## src/hdl/bidirectional_map_table_macros.svh

```systemverilog
// Assertion macros shared by the map table RTL.
`ifndef BIDIRECTIONAL_MAP_TABLE_MACROS_SVH
`define BIDIRECTIONAL_MAP_TABLE_MACROS_SVH

// Check that a condition implies a consequence in the same cycle.
`define BMT_ASSERT_NOW(name, pre, post) \
    name: assert property (@(posedge clk) disable iff (!rst_n) (pre) |-> (post)) \
        else $error("map table check failed");

// Check that a condition implies a consequence in the next cycle.
`define BMT_ASSERT_NEXT(name, pre, post) \
    name: assert property (@(posedge clk) disable iff (!rst_n) (pre) |=> (post)) \
        else $error("map table check failed");

`endif

```

## src/hdl/bmt_pkg.sv

```systemverilog
// Shared constants, operation codes and payload types of the map table.
package bmt_pkg;

    localparam int DefaultDepth     = 16;
    localparam int DefaultKeyBits   = 32;
    localparam int DefaultValueBits = 32;

    localparam int OpWidth    = 3;
    localparam int KeyWidth   = 32;
    localparam int ValueWidth = 32;
    localparam int CountWidth = 5;

    localparam logic [OpWidth-1:0] OP_PUT        = 3'd0;
    localparam logic [OpWidth-1:0] OP_LOOKUP_KEY = 3'd1;
    localparam logic [OpWidth-1:0] OP_LOOKUP_VAL = 3'd2;
    localparam logic [OpWidth-1:0] OP_REMOVE_KEY = 3'd3;
    localparam logic [OpWidth-1:0] OP_REMOVE_VAL = 3'd4;

    typedef struct packed {
        logic [OpWidth-1:0]    op;
        logic [KeyWidth-1:0]   key;
        logic [ValueWidth-1:0] value;
    } cmd_t;

    typedef struct packed {
        logic                  found;
        logic [KeyWidth-1:0]   key_out;
        logic [ValueWidth-1:0] value_out;
        logic [CountWidth-1:0] pair_count;
        logic                  overflow;
    } rsp_t;

endpackage

```

## src/hdl/bmt_mem.sv

```systemverilog
// Slot storage: one write port, one read port with registered read data.
module bmt_mem
    import bmt_pkg::*;
#(
    parameter int DEPTH = DefaultDepth,
    parameter int WIDTH = 1 + DefaultKeyBits + DefaultValueBits,
    localparam int AW   = $clog2(DEPTH)
)
(
    input  logic             clk,
    input  logic             wr_en,
    input  logic [AW-1:0]    wr_addr,
    input  logic [WIDTH-1:0] wr_data,
    input  logic             rd_en,
    input  logic [AW-1:0]    rd_addr,
    output logic [WIDTH-1:0] rd_data
);

    logic [WIDTH-1:0] storage_reg [DEPTH];
    logic [WIDTH-1:0] rd_data_reg;

    // Write one slot and read one slot per cycle
    always_ff @(posedge clk)
    begin
        if (wr_en)
        begin
            storage_reg[wr_addr] <= wr_data;
        end
        if (rd_en)
        begin
            rd_data_reg <= storage_reg[rd_addr];
        end
    end

    assign rd_data = rd_data_reg;

endmodule

```

## src/hdl/bidirectional_map_table.sv

```systemverilog
// Top level of the bidirectional key/value map table with a scanning controller.
// Each operation reads all DEPTH slots of the slot memory, one slot per cycle.
// The done strobe is registered from the finish state, reached from the scan for lookups
// and unused codes, through a drop state for removals, and the drops and write for puts.
// start is taken again in the cycle that done is high; the receiver cannot stall.
// After reset a clearing pass holds busy high and empties every slot.
`include "bidirectional_map_table_macros.svh"

module bidirectional_map_table
    import bmt_pkg::*;
#(
    parameter int DEPTH      = DefaultDepth,
    parameter int KEY_BITS   = DefaultKeyBits,
    parameter int VALUE_BITS = DefaultValueBits
)
(
    input  logic clk,
    input  logic rst_n,
    input  logic start,
    output logic busy,
    input  cmd_t cmd,
    output logic done,
    output rsp_t rsp
);

    localparam int AW        = $clog2(DEPTH);
    localparam int CW        = $clog2(DEPTH + 1);
    localparam int WordBits  = 1 + KEY_BITS + VALUE_BITS;

    typedef enum logic [6:0] {
        ST_CLEAR  = 7'b0000001,
        ST_IDLE   = 7'b0000010,
        ST_SCAN   = 7'b0000100,
        ST_DROP_K = 7'b0001000,
        ST_DROP_V = 7'b0010000,
        ST_WRITE  = 7'b0100000,
        ST_FINISH = 7'b1000000
    } state_t;

    state_t                state_reg, state_next;
    logic [AW-1:0]         addr_reg;
    logic                  issued_reg;
    logic                  cmp_vld_reg, cmp_last_reg;
    logic [AW-1:0]         cmp_addr_reg;
    logic                  done_reg;
    logic [CW-1:0]         count_reg, count_next;
    rsp_t                  rsp_reg, rsp_next;

    logic [OpWidth-1:0]    op_reg;
    logic [KEY_BITS-1:0]   key_reg;
    logic [VALUE_BITS-1:0] value_reg;

    logic                  kfound_reg, vfound_reg, free_found_reg;
    logic [AW-1:0]         kidx_reg, vidx_reg, free_idx_reg;
    logic [VALUE_BITS-1:0] kpart_reg;
    logic [KEY_BITS-1:0]   vpart_reg;

    logic                  accept, addr_last, scan_rd;
    logic                  wr_en;
    logic [AW-1:0]         wr_addr;
    logic [WordBits-1:0]   wr_data, rd_data;
    logic                  rd_valid;
    logic [KEY_BITS-1:0]   rd_key;
    logic [VALUE_BITS-1:0] rd_value;
    logic                  match_k, match_v, match_free;
    logic                  same_slot, tgt_ok;
    logic [AW-1:0]         tgt;

    assign busy      = (state_reg != ST_IDLE);
    assign accept    = start && !busy;
    assign addr_last = (addr_reg == AW'(DEPTH - 1));
    assign scan_rd   = (state_reg == ST_SCAN) && !issued_reg;

    // Slot memory; reads happen only in the scan and writes only in the clearing pass or
    // after the scan, so a read never meets a write to the same slot
    bmt_mem #(
        .DEPTH (DEPTH),
        .WIDTH (WordBits)
    ) u_mem (
        .clk     (clk),
        .wr_en   (wr_en),
        .wr_addr (wr_addr),
        .wr_data (wr_data),
        .rd_en   (scan_rd),
        .rd_addr (addr_reg),
        .rd_data (rd_data)
    );

    // Split the read word and compare against the operands
    assign rd_valid   = rd_data[WordBits-1];
    assign rd_key     = rd_data[KEY_BITS+VALUE_BITS-1 -: KEY_BITS];
    assign rd_value   = rd_data[VALUE_BITS-1:0];
    assign match_k    = cmp_vld_reg && rd_valid && (rd_key == key_reg) && !kfound_reg;
    assign match_v    = cmp_vld_reg && rd_valid && (rd_value == value_reg) && !vfound_reg;
    assign match_free = cmp_vld_reg && !rd_valid && !free_found_reg;

    // Pick the lowest slot that is free once the matched pairs are dropped
    always_comb
    begin
        same_slot = kfound_reg && vfound_reg && (kidx_reg == vidx_reg);
        tgt       = free_idx_reg;
        tgt_ok    = free_found_reg;
        if (kfound_reg && (!tgt_ok || (kidx_reg < tgt)))
        begin
            tgt    = kidx_reg;
            tgt_ok = 1'b1;
        end
        if (vfound_reg && (!tgt_ok || (vidx_reg < tgt)))
        begin
            tgt    = vidx_reg;
            tgt_ok = 1'b1;
        end
    end

    // Drive the memory write port
    always_comb
    begin
        wr_en   = 1'b0;
        wr_addr = addr_reg;
        wr_data = '0;
        unique case (state_reg)
            ST_CLEAR:
            begin
                wr_en = 1'b1;
            end
            ST_DROP_K:
            begin
                wr_en   = kfound_reg;
                wr_addr = kidx_reg;
            end
            ST_DROP_V:
            begin
                wr_en   = vfound_reg;
                wr_addr = vidx_reg;
            end
            ST_WRITE:
            begin
                wr_en   = tgt_ok;
                wr_addr = tgt;
                wr_data = {1'b1, key_reg, value_reg};
            end
            default:
            begin
                wr_en = 1'b0;
            end
        endcase
    end

    // Sequence the operation
    always_comb
    begin
        state_next = state_reg;
        unique case (state_reg)
            ST_CLEAR:
            begin
                if (addr_last)
                begin
                    state_next = ST_IDLE;
                end
            end
            ST_IDLE:
            begin
                if (accept)
                begin
                    state_next = ST_SCAN;
                end
            end
            ST_SCAN:
            begin
                if (cmp_last_reg)
                begin
                    if (op_reg == OP_PUT || op_reg == OP_REMOVE_KEY)
                    begin
                        state_next = ST_DROP_K;
                    end
                    else if (op_reg == OP_REMOVE_VAL)
                    begin
                        state_next = ST_DROP_V;
                    end
                    else
                    begin
                        state_next = ST_FINISH;
                    end
                end
            end
            ST_DROP_K:
            begin
                state_next = (op_reg == OP_PUT) ? ST_DROP_V : ST_FINISH;
            end
            ST_DROP_V:
            begin
                state_next = (op_reg == OP_PUT) ? ST_WRITE : ST_FINISH;
            end
            ST_WRITE:
            begin
                state_next = ST_FINISH;
            end
            ST_FINISH:
            begin
                state_next = ST_IDLE;
            end
            default:
            begin
                state_next = ST_IDLE;
            end
        endcase
    end

    // Form the result and the new pair count
    always_comb
    begin
        count_next         = count_reg;
        rsp_next           = '0;
        unique case (op_reg)
            OP_PUT:
            begin
                if (tgt_ok)
                begin
                    count_next = count_reg - CW'(kfound_reg)
                               - CW'(vfound_reg && !same_slot) + CW'(1);
                end
                else
                begin
                    rsp_next.overflow = 1'b1;
                end
            end
            OP_LOOKUP_KEY:
            begin
                rsp_next.found = kfound_reg;
                if (kfound_reg)
                begin
                    rsp_next.value_out = ValueWidth'(kpart_reg);
                end
            end
            OP_LOOKUP_VAL:
            begin
                rsp_next.found = vfound_reg;
                if (vfound_reg)
                begin
                    rsp_next.key_out = KeyWidth'(vpart_reg);
                end
            end
            OP_REMOVE_KEY:
            begin
                rsp_next.found = kfound_reg;
                count_next     = count_reg - CW'(kfound_reg);
            end
            OP_REMOVE_VAL:
            begin
                rsp_next.found = vfound_reg;
                count_next     = count_reg - CW'(vfound_reg);
            end
            default:
            begin
                count_next = count_reg;
            end
        endcase
        rsp_next.pair_count = CountWidth'(count_next);
    end

    // Control registers
    always_ff @(posedge clk or negedge rst_n)
    begin
        if (!rst_n)
        begin
            state_reg      <= ST_CLEAR;
            addr_reg       <= '0;
            issued_reg     <= 1'b0;
            cmp_vld_reg    <= 1'b0;
            cmp_last_reg   <= 1'b0;
            done_reg       <= 1'b0;
            count_reg      <= '0;
            kfound_reg     <= 1'b0;
            vfound_reg     <= 1'b0;
            free_found_reg <= 1'b0;
        end
        else
        begin
            state_reg    <= state_next;
            done_reg     <= (state_reg == ST_FINISH);
            cmp_vld_reg  <= scan_rd;
            cmp_last_reg <= scan_rd && addr_last;
            if (state_reg == ST_FINISH)
            begin
                count_reg <= count_next;
            end
            // Restart the sweep on a transfer, advance it while clearing or scanning
            if (accept)
            begin
                addr_reg       <= '0;
                issued_reg     <= 1'b0;
                kfound_reg     <= 1'b0;
                vfound_reg     <= 1'b0;
                free_found_reg <= 1'b0;
            end
            else
            begin
                if (state_reg == ST_CLEAR || scan_rd)
                begin
                    addr_reg <= addr_reg + AW'(1);
                    if (addr_last)
                    begin
                        issued_reg <= 1'b1;
                    end
                end
                if (match_k)
                begin
                    kfound_reg <= 1'b1;
                end
                if (match_v)
                begin
                    vfound_reg <= 1'b1;
                end
                if (match_free)
                begin
                    free_found_reg <= 1'b1;
                end
            end
        end
    end

    // Payload registers: operands, first matches and the result
    always_ff @(posedge clk)
    begin
        cmp_addr_reg <= addr_reg;
        if (accept)
        begin
            op_reg    <= cmd.op;
            key_reg   <= KEY_BITS'(cmd.key);
            value_reg <= VALUE_BITS'(cmd.value);
        end
        if (match_k)
        begin
            kidx_reg  <= cmp_addr_reg;
            kpart_reg <= rd_value;
        end
        if (match_v)
        begin
            vidx_reg  <= cmp_addr_reg;
            vpart_reg <= rd_key;
        end
        if (match_free)
        begin
            free_idx_reg <= cmp_addr_reg;
        end
        if (state_reg == ST_FINISH)
        begin
            rsp_reg <= rsp_next;
        end
    end

    assign done = done_reg;
    assign rsp  = rsp_reg;

    `BMT_ASSERT_NEXT(a_done_single, done_reg, !done_reg)
    `BMT_ASSERT_NEXT(a_accept_scans, accept, state_reg == ST_SCAN)
    `BMT_ASSERT_NOW(a_count_range, 1'b1, count_reg <= CW'(DEPTH))
    `BMT_ASSERT_NOW(a_overflow_full, done_reg && rsp_reg.overflow,
                    !rsp_reg.found && count_reg == CW'(DEPTH))
    `BMT_ASSERT_NOW(a_clear_quiet, state_reg == ST_CLEAR, !done_reg && !cmp_vld_reg)

endmodule
```

## config.mk

```make
export PLATFORM = sky130hd
export DESIGN_NAME = bidirectional_map_table
export DESIGN_NICKNAME = d
export VERILOG_FILES = /design/src/hdl/bmt_pkg.sv /design/src/hdl/bmt_mem.sv /design/src/hdl/bidirectional_map_table.sv
export VERILOG_INCLUDE_DIRS = /design/src /design/src/hdl
export SDC_FILE = /design/constraint.sdc
export NUM_CORES = 1
export LEC_CHECK = 0
export BUFFER_PORTS_ARGS = -buffer_cell sky130_fd_sc_hd__buf_2
export CORE_UTILIZATION = 55
export DETAILED_ROUTE_END_ITERATION = 16
export PLACE_DENSITY = 0.72
export SETUP_SLACK_MARGIN = 0.05
export SYNTH_ARGS = -nofsm -noshare
export SYNTH_HDL_FRONTEND = slang
export SYNTH_SLANG_ARGS = --single-unit
```

## constraint.sdc

```tcl
create_clock -name clk -period 19.8 [get_ports clk]
set_input_delay 0.99 -clock clk [delete_from_list [all_inputs] [get_ports clk]]
set_output_delay 0.99 -clock clk [all_outputs]
set_load 0.005 [all_outputs]
```

### Word-level counts from Yosys, hierarchy flattened

Memories as Yosys holds them, arrays and structs flattened. A register that Yosys moved wholly into a read port is not among the register bits.
Index checks and enable logic that the tools add are counted.

* RAM bits: 1040
* memories: 1
* logic and storage cells: 122
* flip-flop bits (word level): 241
* output and inout port bits: 73
* bits of input ports: 70

* add/sub/neg operators: 5
* reductions and logical operators: 39
* $lt $le $gt $ge: 2
* muxes and demuxes: 32
* equality and inequality tests: 19

Memories
* u_mem.storage_reg: depth 16, bits a word 65, read ports 1, clocked after Yosys merged registers in 1, wr ports 1, RTL line bmt_mem.sv:19 `logic [WIDTH-1:0] storage_reg [DEPTH];`

Operators by type and width (count)
* $mux W65: 1
* $eq A32 B32 Y1: 2
* $mux W7: 7
* $pmux W7 S6: 1
* $mux W4: 4
* $logic_and A1 B1 Y1: 15
* $pmux W5 S3: 1
* $sub A5 B1 Y5: 3
* $mux W1: 14
* $pmux W4 S3: 1
* $reduce_bool A2 Y1: 5
* $logic_not A1 Y1: 8
* $lt A4 B4 Y1: 2
* $eq A7 B1 Y1 const B: 1
* $eq A7 B2 Y1 const B: 1
* $eq A7 B3 Y1 const B: 1
* $eq A7 B4 Y1 const B: 1
* $eq A7 B5 Y1 const B: 1
* $eq A7 B6 Y1 const B: 1
* $eq A7 B7 Y1 const B: 1
* $ne A7 B2 Y1 const B: 1
* $eq A3 B2 Y1 const B: 2
* $ne A2 B2 Y1 const B: 3
* $reduce_and A2 Y1: 3
* other kinds (13): 17

### Depth between registers and ports, before layout

Gate-level depths: netlist of run 1.

* depth in word-level cells: 11
* depth in mapped cells: 14
* mapped depth without buffers: 14

### Modules after synthesis

From an unflattened synthesis of run 1, not the netlist that was laid out.

* cell total of the unflattened synthesis: 2383
* area total of the unflattened synthesis: 51152.8 um^2

Modules (own cells, without submodules)
* bmt_mem: cells each 1673, instances 1, seq. area each 33181.8 um^2, area an instance 40894.2 um^2
* bidirectional_map_table: cells each 710, instances 1, seq. area each 7083.0 um^2, area an instance 10258.6 um^2

### Least setup slack after synthesis of run 1

No wires, ideal clock.

* path kind: register to register
* start: register kidx_reg[3]
* end: memory u_mem.storage_reg[12][0] (netlist name) (enable)
* library setup time: 835 ps
* required time: 18965 ps
* clock period less this slack: 14179 ps
* path buffers: 0
* cell stages (with the launch flop): 14
* setup slack: 5621 ps
* data arrival time: 13344 ps
* path through: edfxtp_1 -> ha_1 -> o211ai_1 -> o211ai_1 -> nand3_1 -> and2_1 -> ha_1 -> a2111oi_0 -> and3_1 -> nand3_1 -> and3_1 -> a211oi_1 -> nand2_1 -> a2111oi_0

* longest elaborated chain between the ends: 11
* elaborated cells on any way between the ends: 15
* classes of those cells: order compare (2); mux (8); reduce/logical (5)

RTL lines
* from (decl): RTL line bidirectional_map_table.sv:54 `logic [AW-1:0] kidx_reg, vidx_reg, free_idx_reg;`
* from (signal assigned): RTL line bidirectional_map_table.sv:334 `kidx_reg <= cmp_addr_reg;`
* $lt A4 B4 Y1: RTL line bidirectional_map_table.sv:103 `if (kfound_reg && (!tgt_ok || (kidx_reg < tgt)))`
* $logic_or A1 B1 Y1: RTL line bidirectional_map_table.sv:103
* $logic_and A1 B1 Y1: RTL line bidirectional_map_table.sv:103
* $mux W4 or $mux W1 (tied branches): RTL line bidirectional_map_table.sv:103
* $lt A4 B4 Y1 or $logic_not A1 Y1 (tied branches): RTL line bidirectional_map_table.sv:108 `if (vfound_reg && (!tgt_ok || (vidx_reg < tgt)))`
* $logic_or A1 B1 Y1: RTL line bidirectional_map_table.sv:108
* $logic_and A1 B1 Y1: RTL line bidirectional_map_table.sv:108
* $mux W1: RTL line bidirectional_map_table.sv:108
* $pmux W1 S4: RTL line bidirectional_map_table.sv:121 `unique case (state_reg)`
* $mux W1: RTL line bmt_mem.sv:25 `if (wr_en)`
* $mux W1 (not written as such): RTL line bmt_mem.sv:27 `storage_reg[wr_addr] <= wr_data;`
* to (decl): RTL line bmt_mem.sv:19

Parallel ways exist; a longest one is shown, timed or not.

### Worst setup path after layout of run 1

* start: register kidx_reg[2]
* end: memory u_mem.storage_reg[3][45] (netlist name) (enable)

The elaborated chain is that of the path after synthesis.

==> results of run 1 <==
==> kinds of logic (layout without fill, tap and decap cells) <==
group	Yosys count	after routing	synth area share, %
DFF	1346	1346	79.01
muxes	330	330	14.47
buffers and inverters	114	448	0.8397
adders and majority gates	17	17	0.4174
and+or+nand+nor	260	260	3.003
AOI/OAI and AO/OA	66	66	0.9134
xor gates and xnor gates	78	78	1.341
==> critical path, delay by kind of cell (launching register included) <==
kind | cells | cell delay, ns
flip-flops | 1 | 0.47
AND/OR/NAND/NOR | 5 | 2.43
AO/OA/AOI/OAI | 5 | 2.29
adder cells (fa/ha/maj) | 2 | 0.62
buffers and inverters | 1 | 0.73
==> power breakdown <==
part	switching (W)	leakage (nW)	total (W)	internal [W]
logic	0.000369	3.40	0.000663	0.000295
clock network	0.00104	2.10	0.00245	0.00141
registers	0.000108	11.5	0.00331	0.00320
==> placed cells by master (no fill, tap or decap), drive strengths merged, types with 3 or more instances in the layout <==
cell type     n
nand3b        3
clkinv       59
xor2         62
dfrtp        22
a221o         3
and2        130
clkinvlp      5
a21o          3
nand3         9
o211ai        4
nand2b        5
nor2         40
a211oi        4
mux4        325
nand2        17
nor3b         5
ha           17
o21ai        10
clkbuf      168
o22ai         7
mux2          4
a2111oi       3
nor4         18
a21oi        11
edfxtp     1319
or4           3
inv          25
bufinv        8
or2           4
nand4         8
xnor2        16
nor3         10
a31oi         5
dfxtp         4
and3          3
buf         183
==> per-layer routing <==
layer	share of wire, %	vias to the layer above	routed length (um)	GRT usage, %
met5	0	-	0	0
met4	2.3	0	2502	6.663
met3	8.0	211	8796	4.569
met2	49	1196	54220	38.22
met1	41	12580	44680	34.32
li1	-	9697	-	-
==> per-stage QoR <==
step,hold slack (ns),worst slack (ns),cells
detailed placement,0.4391,13.09,3487
finish,0.2580,12.83,3731
floorplan,0.3454,5.621,2211
global route,0.2759,12.64,3731
CTS,0.2413,13.08,3731
global placement,0.4391,13.71,3487
==> final cells by class <==
| class | count | area share, % |
|---|---|---|
| Timing Repair Buffer | 183 | 1.791 |
| Clock inverter | 76 | 1.135 |
| Sequential cell | 1346 | 69.97 |
| Inverter | 21 | 0.1413 |
| Tap cell | 1186 | 2.578 |
| Clock buffer | 168 | 6.283 |
| Multi-Input combinational cell | 751 | 18.10 |
==> how the worst max path moves through the flow <==
stage                            from                        to  slack [ns]
final                     kidx_reg[2]  u_mem.storage_reg[3][45]       12.83
after detailed placement  kidx_reg[3]  u_mem.storage_reg[3][44]       13.09
after global placement    kidx_reg[3]  u_mem.storage_reg[3][54]       13.71
after CTS                 kidx_reg[3]  u_mem.storage_reg[3][45]       13.08
after global routing      kidx_reg[3]  u_mem.storage_reg[3][44]       12.64
after floorplan           kidx_reg[3]  u_mem.storage_reg[12][0]        5.62
==> flow_metrics.py, run 1 <==
metrics = {
    "run_status": {
        "outcome": "finished, final reports clean",
    },
    "final_layout": {
        "drive_above_1_share_pct": 29.67,
        "n_fill_cell": 5954,
        "utilization_pct": 62.81,
        "largest_register_ffs": 1040,
        "final_nets": 2524,
        "stdcell_area_sq_mm": 0.05757,
        "multi_input_area_sq_mm": 0.01042,
        "antenna_cells": 0,
        "area_growth_pct": 12.97,
        "regArea_sq_mm": 0.04028,
    },
    "placed_design": {
        "io_buffers": 142,
        "gp_congestion": 0.8322,
        "hpwlAfterDp_um": 59930,
        "dpl-instance-area_sq_mm": 0.05330,
    },
    "timing": {
        "finClkSkew_ns": 0.02554,
        "max_slew.worst_pin.slew_ns": 1.227,
        "report.final.hold_viol_count": 0,
        "maxSlewViolCount": 0,
        "fin_crit_sh_pct": 35.22,
        "slew_headroom_pct": 17.98,
        "max_clock_freq_mhz": 143.4,
        "rsz0062_at_grt": "no",
        "setup_viol": 0,
        "fin_setup_tns_ns": 0,
        "fin_crit_ns": 6.974,
    },
    "critical_path": {
        "reg2reg_slack_ns": 12.83,
        "slowest_stage": "nor2_4",
        "rr_worst_depth": 13,
        "arrival_ns": 7.32,
        "criticalPathCategory": "reg -> reg",
        "max_stage_delay_ns": 1.08,
        "cp_max_fo": 38,
        "start_kind": "flip-flop",
        "r2r_start": "kidx_reg[2]",
        "path_cells": "ha_1 > o211ai_1 > o211ai_1 > nand3_1 > and2_1 > ha_1 > a2111oi_0 > o2111ai_1 > and3_1 > a211oi_1 > nand4_1 > nor2_4 > buf_4",
        "cp.required_ns": 20.15,
        "r2r_end": "u_mem.storage_reg[3][45]",
        "end_kind": "flip-flop",
    },
    "job": {
        "maxCapViolCount": 0,
    },
    "route": {
        "drc": 0,
        "drt_iter0_drc": 2965,
        "routed_wl_um": 110200,
        "wire_per_inst_um": 29.54,
        "firstDrtPassIters": 16,
        "ant_nets": 0,
        "vias_per_cell": 6.348,
        "vias": 23680,
    },
    "cts": {
        "clock_latency_ns": 0.74,
        "cts_resized": 0,
        "clock_path_buffers": 3,
        "cts_root_buf": "clkbuf_16",
        "cts.sinks": 1346,
        "cts_hold_buf": 0,
        "post_cts_buffers": 0,
        "cts_tree": "done",
        "cts_made_buffers": 134,
        "cts.clk_slew.worst_paths_ns": 0.06,
        "htreeDepth": 4,
    },
    "pwr": {
        "power_density_mw_per_mm2": 111.6,
        "power_w": 0.006426,
        "leakage_nw": 17.04,
        "irDropWorstVdd_mv": 0.08784,
    },
    "floorplan": {
        "die_w_um": 306.4,
        "ios": 143,
        "num_rows": 111,
        "die_y_um": 306.4,
        "initial_utilization_pct": 55.59,
        "fp.dieArea_sq_mm": 0.09387,
        "core-area_sq_mm": 0.09166,
    },
    "logic_synthesis": {
        "synth_edf_count": 1319,
        "synth.most_common_cell": "edfxtp_1",
        "yosys_warnings": 0,
        "ys_types": 57,
        "async_flop_share_pct": 1.709,
        "seq_area_frac_synth_pct": 79.01,
        "synth_top_area_share_pct": 77.73,
        "synthTopCellsByCount": "1319 x edfxtp_1, 325 x mux4_2, 130 x and2_1",
        "syn_nets": 2298,
        "ys_ff_latch": 1346,
        "syn_area_sq_mm": 0.05096,
        "synth_cells": 2211,
        "yosys.area.top_type": "edfxtp_1",
        "synthTopCellsByArea": "edfxtp_1 78%, mux4_2 14%, and2_1 1.6%, dfrtp_1 1.1%, xor2_1 1.1%",
        "avgSynthCellArea_sq_um": 23.05,
        "synth_ff_type": "edfxtp_1",
    },
    "grt": {
        "grt_max_degree": 101,
        "grt_pass1_wl_um": 161500,
        "grt-ovfl-total": 0,
        "antenna_found_initial": 2,
        "grt_pass1_vias": 24060,
        "globalRouteTotalUtil_pct": 23.95,
    },
    "min_path": {
        "hp-class": "in -> async",
    },
}
No activity file was read; power rests on OpenSTA's default activity.
==> run 2, diff against run 1 <==
--- a/config.mk
+++ b/config.mk
@@ -6,10 +6,11 @@
 export SDC_FILE = /design/constraint.sdc
 export NUM_CORES = 1
 export LEC_CHECK = 0
+export ABC_AREA = 1
 export BUFFER_PORTS_ARGS = -buffer_cell sky130_fd_sc_hd__buf_2
 export CORE_UTILIZATION = 55
 export DETAILED_ROUTE_END_ITERATION = 16
-export PLACE_DENSITY = 0.72
+export PLACE_DENSITY = 0.74
 export SETUP_SLACK_MARGIN = 0.05
 export SYNTH_ARGS = -nofsm -noshare
 export SYNTH_HDL_FRONTEND = slang
==> constraint.sdc (replaced) <==
create_clock -name clk -period 6 [get_ports clk]
set_input_delay 0.3 -clock clk [delete_from_list [all_inputs] [get_ports clk]]
set_output_delay 0.3 -clock clk [all_outputs]
set_load 0.005 [all_outputs]
==> flow_metrics.py, run 2 <==
metrics = {
    "floorplan": {
        "core-area_sq_mm": 0.09361,
        "die_w_um": 309.9,
        "initial_utilization_pct": 55.70,
        "num_rows": 112,
        "die_y_um": 309.9,
        "fp.dieArea_sq_mm": 0.09603,
        "ios": 143,
    },
    "route": {
        "drc": 0,
        "vias": 32110,
        "vias_per_cell": 6.095,
        "routed_wl_um": 126300,
        "wire_per_inst_um": 23.98,
        "ant_nets": 0,
        "drt_iter0_drc": 4302,
        "firstDrtPassIters": 6,
    },
    "grt": {
        "grt_pass1_vias": 31150,
        "grt_busiest_layer": "met2",
        "grt_pass1_wl_um": 187600,
        "globalRouteTotalUtil_pct": 26.35,
        "met2_usage_pct": 42.17,
        "grt-ovfl-total": 0,
        "antenna_found_initial": 1,
        "grt.met3_usage_pct": 4.815,
        "use_met1_pct": 36.13,
        "grt_max_degree": 207,
    },
    "timing": {
        "slew_headroom_pct": 14.03,
        "max_clock_freq_mhz": 218.8,
        "finClkSkew_ns": 0.03242,
        "fin_crit_sh_pct": 76.17,
        "setup_viol": 0,
        "whs_ns": 0.1132,
        "report.final.hold_viol_count": 0,
        "max_slew.worst_pin.slew_ns": 1.289,
        "fin_setup_tns_ns": 0,
        "fin_crit_ns": 4.570,
        "rsz0062_at_grt": "no",
        "maxSlewViolCount": 0,
    },
    "logic_synthesis": {
        "ys_types": 43,
        "syn_area_sq_mm": 0.05214,
        "synth_top_area_share_pct": 75.96,
        "avgSynthCellArea_sq_um": 13.96,
        "syn_nets": 3823,
        "seq_area_frac_synth_pct": 77.22,
        "synth_edf_count": 1319,
        "synthTopCellsByArea": "edfxtp_1 76%, o21ai_0 5.3%, nor2_1 5.0%, o221ai_1 3.1%, clkbuf_1 1.4%",
        "synth.most_common_cell": "edfxtp_1",
        "yosys.area.top_type": "edfxtp_1",
        "yosys_warnings": 0,
        "ys_ff_latch": 1346,
        "async_flop_share_pct": 1.709,
        "synth_cells": 3736,
        "synthTopCellsByCount": "1319 x edfxtp_1, 701 x nor2_1, 549 x o21ai_0",
        "synth_ff_type": "edfxtp_1",
    },
    "critical_path": {
        "start_kind": "flip-flop",
        "path_cells": "ha_1 > nand2_1 > nand2_1 > nand2_1 > nand2_1 > nand2_2 > nand2_2 > o21ai_0 > ha_1 > nand2_1 > nand2_1 > nand2_1 > nand2_1 > nand2_2 > nand2_2 > nand2_1 > nand3_1 > a21oi_2 > nand2_1 > nor2_4 > buf_4",
        "path_common_cell": "nand2_1",
        "criticalPathCategory": "reg -> reg",
        "slowest_stage": "nor2_4",
        "cp_max_fo": 23,
        "max_stage_delay_ns": 0.73,
        "end_kind": "flip-flop",
        "arrival_ns": 4.92,
        "cp.required_ns": 6.35,
    },
    "pwr": {
        "power_frac_comb_pct": 18.8,
        "intPower_w": 0.01668,
        "pwr-share-clk_pct": 34.6,
        "power_density_mw_per_mm2": 402.7,
        "switchingPower_w": 0.007175,
        "power_frac_seq_pct": 46.5,
        "irDropWorstVdd_mv": 0.3465,
        "switching_share_pct": 30.08,
        "leakage_nw": 18.78,
    },
    "final_layout": {
        "final_cell_mix": "1319 x edfxtp_1, 680 x nor2_1, 549 x o21ai_0",
        "layout_commonest_cell": "edfxtp_1",
        "stdcell_area_sq_mm": 0.05925,
        "regArea_sq_mm": 0.04028,
        "largest_register_ffs": 1040,
        "n_fill_cell": 6616,
        "final_cells": 5268,
        "area_growth_pct": 13.63,
        "drive_above_1_share_pct": 11.01,
        "multi_input_area_sq_mm": 0.01042,
        "final_nets": 3996,
    },
    "cts": {
        "clock_path_buffers": 3,
        "cts_made_buffers": 135,
        "cts.clk_slew.worst_paths_ns": 0.06,
        "cts_root_buf": "clkbuf_16",
        "cts_resized": 0,
        "clock_latency_ns": 0.74,
        "cts_tree": "done",
        "htreeDepth": 4,
        "cts.sinks": 1346,
    },
    "placed_design": {
        "dp_cells": 4957,
        "hpwlAfterDp_um": 67130,
        "dpl-instance-area_sq_mm": 0.05423,
        "gp_congestion": 0.8588,
        "io_buffers": 142,
    },
    "run_status": {
        "outcome": "finished, final reports clean",
    },
    "job": {
        "maxCapViolCount": 0,
    },
    "min_path": {
        "hp-class": "in -> async",
    },
}
==> run 2: cell type report <==
class / count / area share, %
inverters: 197 / 1.278
well taps: 1254 / 2.648
clock buffers: 170 / 6.067
flip-flops and latches: 1346 / 67.99
repair buffers: 267 / 3.202
clock inverters: 71 / 1.233
multi-input cells: 1962 / 17.58
diodes: 1 / 0.004224
==> run 2: through the flow <==
stage	utilization [%]	total power, W	setup WS, ns
2_1_floorplan	-	0.01408	0.3850
3_3_place_gp	57.93	0.01554	1.565
3_5_place_dp	57.93	0.01567	1.476
4_1_cts	63.29	0.02386	1.456
5_1_grt	63.29	0.02468	1.093
6_report	63.29	0.02386	1.430
==> run 2: cells by family after synthesis <==
kind of cell               synth area share (%)
xor gates and xnor gates                 0.6719
adders and majority gates                0.4079
AOI/OAI and AO/OA                         11.10
and+or+nand+nor                           7.494
DFF                                       77.22
buffers and inverters                     3.105
==> run 2: critical path, delay by kind of cell, from the launching register on <==
family                   cells  cell delay [ns]
adder cells (fa/ha/maj)      2             0.64
AND/OR/NAND/NOR             16             1.92
flip-flops                   1             0.48
buffers and inverters        1             0.56
AO/OA/AOI/OAI                2             0.56
==> run 2: routing by layer <==
| layer | part of all wire (%) | vias up |
|---|---|---|
| li1 | - | 14280 |
| met1 | 39 | 15870 |
| met2 | 48 | 1728 |
| met3 | 9.7 | 230 |
| met4 | 3.0 | 0 |
| met5 | 0 | - |
==> run 2: final timing paths <==
kind	cells past startpoint	endpoint	from	slack, ns
max	21	u_mem.storage_reg[6][15]	kidx_reg[1]	1.43
min	2	vfound_reg	rst_n	0.11
max reg2reg	21	u_mem.storage_reg[6][15]	kidx_reg[1]	1.43
min reg2reg	0	kpart_reg[12]	u_mem.rd_data[12]	0.45
max in group asynchronous	2	addr_reg[3]	rst_n	5.42
min in group clk	2	value_reg[31]	cmd[31]	0.27
==> run 2: power groups by stage <==
stage	sequential [W]	combinational (W)	clock, W
after floorplan	0.0111	0.00301	0
after CTS	0.0111	0.00444	0.00832
final	0.0111	0.00449	0.00826
after global routing	0.0111	0.00488	0.00867
after detailed placement	0.0113	0.00438	0
after global placement	0.0113	0.00426	0
==> run 2: repair_timing <==
item                                   4_1_cts  5_1_grt
buffers inserted                             0        0
endpoints found under the hold margin       91        0
hold buffers                                69        0
